`src/rtl/qmn_pkg.sv`:
```
// Types, constants and helper functions shared by the quaternion product blocks.
`timescale 1ns / 1ps
package qmn_pkg;

  localparam int unsigned CW     = 32;
  localparam int unsigned PW     = 64;
  localparam int unsigned SUMW   = 66;
  localparam int unsigned MAGW   = 65;
  localparam int unsigned LENW   = 7;
  localparam int unsigned CHUNKS = 9;
  localparam int unsigned CMW    = 31;
  localparam int unsigned SQW    = 62;
  localparam int unsigned RADW   = 64;
  localparam int unsigned ROOTW  = 32;
  localparam int unsigned SREMW  = 33;
  localparam int unsigned NW     = 33;
  localparam int unsigned QW     = 32;
  localparam int unsigned QDEPTH = 4;
  localparam int unsigned QPTRW  = 2;
  localparam int unsigned QCNTW  = 3;
  localparam int unsigned SQ_STEPS  = 32;
  localparam int unsigned DIV_STEPS = 32;
  localparam int unsigned FRONT_STAGES = 6;
  localparam int unsigned BACK_STAGES  = 3 + SQ_STEPS + 2 + DIV_STEPS + 1;
  localparam logic [QW-1:0] ONE_Q130 = QW'(32'h4000_0000);
  localparam logic [CMW-1:0] CMAX = '1;

  // [component][term] base subtraction pattern of the Hamilton product
  localparam logic [3:0][3:0] TERM_NEG = {4'b0100, 4'b0010, 4'b1000, 4'b1110};

  typedef struct packed {
    logic [3:0][MAGW-1:0] mag;
    logic [3:0]           neg;
    logic [LENW-1:0]      len;
  } qitem_t;

  typedef struct packed {
    logic [3:0][CMW-1:0] c;
    logic [3:0]          neg;
    logic                zero;
  } qcarry_t;

  function automatic logic [3:0] bitlen8(input logic [7:0] v);
    logic [3:0] n;
    n = '0;
    for (int i = 0; i < 8; i++) begin
      if (v[i]) n = 4'(i + 1);
    end
    return n;
  endfunction

endpackage

```
`src/rtl/qmn_queue.sv`:
```
// Short item queue between the front and back pipelines.
`timescale 1ns / 1ps
module qmn_queue (
  input  logic            clk,
  input  logic            rst_n,
  input  logic            push,
  input  qmn_pkg::qitem_t wr_item,
  input  logic            pop,
  output qmn_pkg::qitem_t rd_item,
  output logic            full,
  output logic            empty
);

  qmn_pkg::qitem_t            mem_r [qmn_pkg::QDEPTH];
  logic [qmn_pkg::QPTRW-1:0]  wp_r, rp_r;
  logic [qmn_pkg::QCNTW-1:0]  cnt_r;

  assign full    = (cnt_r == qmn_pkg::QCNTW'(qmn_pkg::QDEPTH));
  assign empty   = (cnt_r == '0);
  assign rd_item = mem_r[rp_r];

  always_ff @(posedge clk) begin
    if (!rst_n) begin
      wp_r  <= '0;
      rp_r  <= '0;
      cnt_r <= '0;
    end else begin
      if (push) wp_r <= wp_r + 1'b1;
      if (pop)  rp_r <= rp_r + 1'b1;
      if (push && !pop) cnt_r <= cnt_r + 1'b1;
      else if (pop && !push) cnt_r <= cnt_r - 1'b1;
    end
  end

  always_ff @(posedge clk) begin
    if (push) mem_r[wp_r] <= wr_item;
  end

endmodule

```
`config.mk`:
```
export PLATFORM = sky130hd
export DESIGN_NAME = qmn_queue
export DESIGN_NICKNAME = d
export VERILOG_FILES = /design/src/rtl/qmn_pkg.sv /design/src/rtl/qmn_queue.sv
export SDC_FILE = /design/constraint.sdc
export NUM_CORES = 1
export LEC_CHECK = 0
export BUFFER_PORTS_ARGS = -buffer_cell sky130_fd_sc_hd__buf_2
export CORE_AREA = 2 2 386 235
export CTS_CLUSTER_SIZE = 12
export DETAILED_ROUTE_END_ITERATION = 8
export DIE_AREA = 0 0 388 237
export GPL_TIMING_DRIVEN = 0
export SETUP_SLACK_MARGIN = 0.2
export SYNTH_ARGS = -nofsm -noshare
export SYNTH_HDL_FRONTEND = slang
export SYNTH_SLANG_ARGS = --single-unit
export TNS_END_PERCENT = 100
```
`constraint.sdc`:
```
create_clock -name clk -period 11.4 [get_ports clk]
set_input_delay 1.71 -clock clk [delete_from_list [all_inputs] [get_ports clk]]
set_output_delay 1.71 -clock clk [all_outputs]
set_load 0.01 [all_outputs]
```
=== Word level (Yosys, flattened, before mapping) ===
Memory sizes are Yosys's and may differ from the RTL's. A register that Yosys moved wholly into a read port is not among the register bits.
Cells that the tools add are included.

* Input port bits: 275
* Bits in writable memories: 1084
* Bits in read-only memories: 0
* Logic and storage cells: 21
* Register bits: 7
* Output and inout bits: 273
* Memories: 1
* Bits in latches: 0

{| class="wikitable"
|+ Memory list
! memory !! depth !! width !! rd ports !! clocked after memory_dff !! write ports !! line !! text
|-
| mem_r || 4 || 271 || 1 || 1 || 1 || qmn_queue.sv:14 || <nowiki>qmn_pkg::qitem_t mem_r [qmn_pkg::QDEPTH];</nowiki>
|}

* Reductions and logical operators: 6
* Magnitude comparators: 0
* $add $sub $neg: 4
* Shifts and indexed selects: 0
* Multipliers: 0
* Bitwise operators: 0
* Div/mod/pow operators: 0
* Muxes and demuxes: 6
* Eq/ne operators: 1

{| class="wikitable"
|+ Operators by type and width
! operator !! count
|-
| $mux 3 || 2
|-
| $add 2x1->2 const B || 2
|-
| $mux 2 || 2
|-
| $add 3x1->3 const B || 1
|-
| $eq 3x3->1 const B || 1
|-
| $logic_not 3->1 || 1
|-
| $sub 3x1->3 const B || 1
|-
| $logic_and 1x1->1 || 2
|-
| $logic_not 1->1 || 2
|-
| $mux 1 || 2
|-
| $reduce_bool 2->1 || 1
|}

=== Logic depth before layout (Yosys ltp) ===
* Word-level depth: 4
* Depth in mapped cells: 7
* Mapped depth without buffers: 7

=== Worst setup path after synthesis ===
No wires, ideal clock.

* Path kind: input to register
* Start: input push
* End: memory mem_r[0][0] (netlist bit), enable pin
* Path buffers: 0
* Library setup time: 0.665 ns
* Data arrival time: 7.830 ns
* Slack: 2.905 ns
* Stages: 1
* Data required time: 10.735 ns
* Cells stage by stage: and2_1

* Longest elaborated chain between the ends: 2

{| class="wikitable"
|+ Ends and longest elaborated chain
! element !! line !! text
|-
| from (decl) || qmn_queue.sv:6 || <nowiki>input logic push,</nowiki>
|-
| $mux 1 || qmn_queue.sv:36 || <nowiki>if (push) mem_r[wp_r] <= wr_item;</nowiki>
|-
| $mux 1 (not written as such) || qmn_queue.sv:36 ||
|-
| to (decl) || qmn_queue.sv:14 ||
|}

No other way between the ends.

==> reports/qor.csv <==
stage,metric,value,unit
setup_path,flop-to-flop setup slack,8.79,ns
die,FP Rows,85,
setup_path,element type at the critical path start,flip-flop,
drt,Post-route DRC,0,
placement,Area after DPL,44300,um^2
setup_path,reg2reg start,wp_r[0]$_SDFFE_PN0P_,
status,status,finished clean,
placement,HPWL after detailed placement,52100,um
clock_tree,H-tree Lvls,3,
finish,post-route cell area,47200,um^2
timing,Worst Skew,0.0202,ns
setup_path,class of the most critical setup path,flip-flop to output pin,
setup_path,capturing point of the worst reg2reg path,mem_r[2][193]$_DFFE_PP_,
finish,Reg area,32700,um^2
timing,Hold Slack,0.519,ns
clock_tree,clock sink total,1093,
drt,Routed Antenna Nets,0,
timing,Slew @ Worst Pin,0.990,ns
clock_tree,CTS hold repair buffers,0,
min_path,worst hold path type,flip-flop to flip-flop,
synth,Mapped Cells,1458,
min_path,Hold Path Origin,cnt_r[2]$_SDFFE_PN0P_,
setup_path,CP max FO,10,
die,Initial Utilization,44.6,%
die,core outline area,88700,um^2
drt,Vias/cell,5.26,
timing,Max Clk Rate,208,MHz
finish,synth-to-layout area growth,19.5,%
power,pwr dens,182,nW/um^2
drt,routed vias,17700,
setup_path,Worst setup EP type,output pin,
die,Chip Width,388,um
grt,grt total ovfl,0,
power,Max VDD drop,0.000132,V
die,die area,92000,um^2
setup_path,WP data required,9.69,ns
timing,max-slew violations,0,
clock_tree,CTS tree,built,
synth,Synth Net Count,1739,
timing,RSZ-0062 raised after global routing,no,
drt,Routed WL per cell,24.0,um
drt,Routed Wire Length,80700,um
clock_tree,Root Buffer,clkbuf_16,
finish,NumNets Final,2412,
clock_tree,"Clk pin slew, worst setup/hold paths",0.06,ns
grt,number of global-route vias before repair,18400,
setup_path,critical path arrival,3.10,ns
synth,"flops & latches, synth",1093,
timing,period utilization,42.2,%
finish,area of the multi-input gates,6360,um^2
min_path,Min-Delay Path Depth,2,
die,DIE HEIGHT,237,um
grt,initial antenna violation count,23,
placement,Port-buffer cells,547,
grt,GRT Total Usage,17.5,%
clock_tree,PostCTS Resize Cnt,0,
run,max-cap check violation count,0,
synth,number of synthesis warnings,0,
timing,post-layout min period,4.81,ns
grt,largest net degree at the start of global routing,56,
clock_tree,total setup buffers inserted after CTS,0,
timing,final hold violation count,0,
drt,drt first pass iters,5,
clock_tree,CTS Buf Count,104,
timing,Final setup viols,0,
placement,RePlAce Congestion,0.733,
clock_tree,Clock Path Buffers,3,
finish,Fill cells,6789,
die,I/O pin count,548,
power,LEAKAGE,15.7,nW
synth,cell area after synthesis,39500,um^2
synth,Synth cell types,20,
grt,global-route wire length before repair,119000,um
drt,Starting DRT DRC Count,1134,
synth,Syn Area/Cell,27.1,um^2
min_path,Worst Hold Path EP,cnt_r[2]$_SDFFE_PN0P_,
finish,layout cell share with drive strength beyond 1,46.2,%
timing,Slew HR,34.0,%
clock_tree,worst skew pair latency,0.67,ns
synth,"Seq/Total Area, Yosys",82.8,%
setup_path,R2R cell count,6,
metal layers:
metal / vias to the layer above / wire, um / global-route usage [%]
li1: 7711 / - / -
met1: 9362 / 33100 / 23.4
met2: 455 / 40200 / 28.5
met3: 140 / 5700 / 5.33
met4: 30 / 1560 / 4.27
met5: - / 191 / 0
cells in the final DEF (no fill, tap or decap), types with 3 or more instances in the layout:
cell type / count
buf_16: 20
diode_2: 11
clkbuf_1: 41
edfxtp_1: 1084
mux4_2: 271
buf_2: 577
and2_1: 5
inv_16: 4
clkinv_1: 7
buf_6: 21
clkbuf_16: 105
and2_4: 4
xor2_1: 3
dfxtp_1: 9
ha_1: 5
inv_1: 4
report_power, final:
| group | switching [W] | leakage, nW | internal [W] |
|---|---|---|---|
| Sequential | 0.0000363 | 10.0 | 0.00462 |
| Combinational | 0.000489 | 4.30 | 0.000397 |
| Clock | 0.00137 | 1.40 | 0.00169 |
| Total | 0.00189 | 15.7 | 0.00670 |
worst max path at each step:
stage	cells after the start	slack [ns]	startpoint	endpoint
5_1_grt	5	6.43	flip-flop	rd_item[130]
3_5_place_dp	5	7.23	flip-flop	rd_item[93]
4_1_cts	5	6.45	flip-flop	rd_item[93]
6_report	5	6.59	flip-flop	rd_item[93]
2_1_floorplan	1	2.90	push	mem_r[0][0]$_DFFE_PP_
3_3_place_gp	2	-2.44	push	mem_r[1][126]$_DFFE_PP_
per-stage QoR:
stage | TNS (ns) | util [%] | cells | setup slack [ns] | total power (W)
after CTS | 0 | 53.2 | 3351 | 6.45 | 0.00872
after global placement | -2554.28 | 49.3 | 3179 | -2.44 | 0.00570
final | 0 | 53.2 | 3362 | 6.59 | 0.00859
after global routing | 0 | 53.2 | 3354 | 6.43 | 0.00892
after detailed placement | 0 | 49.9 | 3199 | 7.23 | 0.00565
after floorplan | 0 | - | 1458 | 2.90 | 0.00528
kinds of logic after synthesis:
logic type / count (synthesis) / share of synthesized area, %
buffers and inverters: 64 / 1.10
xor gates and xnor gates: 5 / 0.111
adders and majority gates: 6 / 0.209
muxes: 273 / 15.5
and+or+nand+nor: 15 / 0.231
AOI/OAI and AO/OA: 2 / 0.0317
DFF: 1093 / 82.8
worst max-delay path, cell delays in order, from the launching register on:
cell and delay [ns]:
dfxtp_1 0.30, buf_2 0.36, clkbuf_1 0.78, buf_2 0.42, mux4_2 0.37, buf_2 0.16
cell type report:
class	instances	share of cell area, %
timing repair buffer	567	6.96
clock inverter	13	0.257
multi-input combinational	301	13.5
tap	1174	3.11
antenna	11	0.0583
buffer	60	0.890
sequential	1093	69.3
clock buffer	139	5.88
inverter	4	0.0318
cells in the mapped netlist:
cell,count,area share [%]
xor2_1,3,0.066
nand2_1,1,0.0095
edfxtp_1,1084,82
or3_1,1,0.016
xnor2_1,2,0.044
dfxtp_1,9,0.46
and2_1,9,0.14
nor3b_1,1,0.019
mux2i_1,2,0.051
nor2b_1,2,0.032
buf_6,21,0.60
nor3_1,1,0.013
fa_1,1,0.051
clkbuf_1,9,0.085
o21ai_0,1,0.013
inv_1,4,0.038
buf_2,30,0.38
ha_1,5,0.16
mux4_2,271,15
a21boi_0,1,0.019
registers in the layout, indices dropped and copies added, names as in the netlist, named ones only:
register and flops:
rp_r 2, mem_r 1084, wp_r 2, cnt_r 3
No activity file was read; power rests on OpenSTA's default activity.
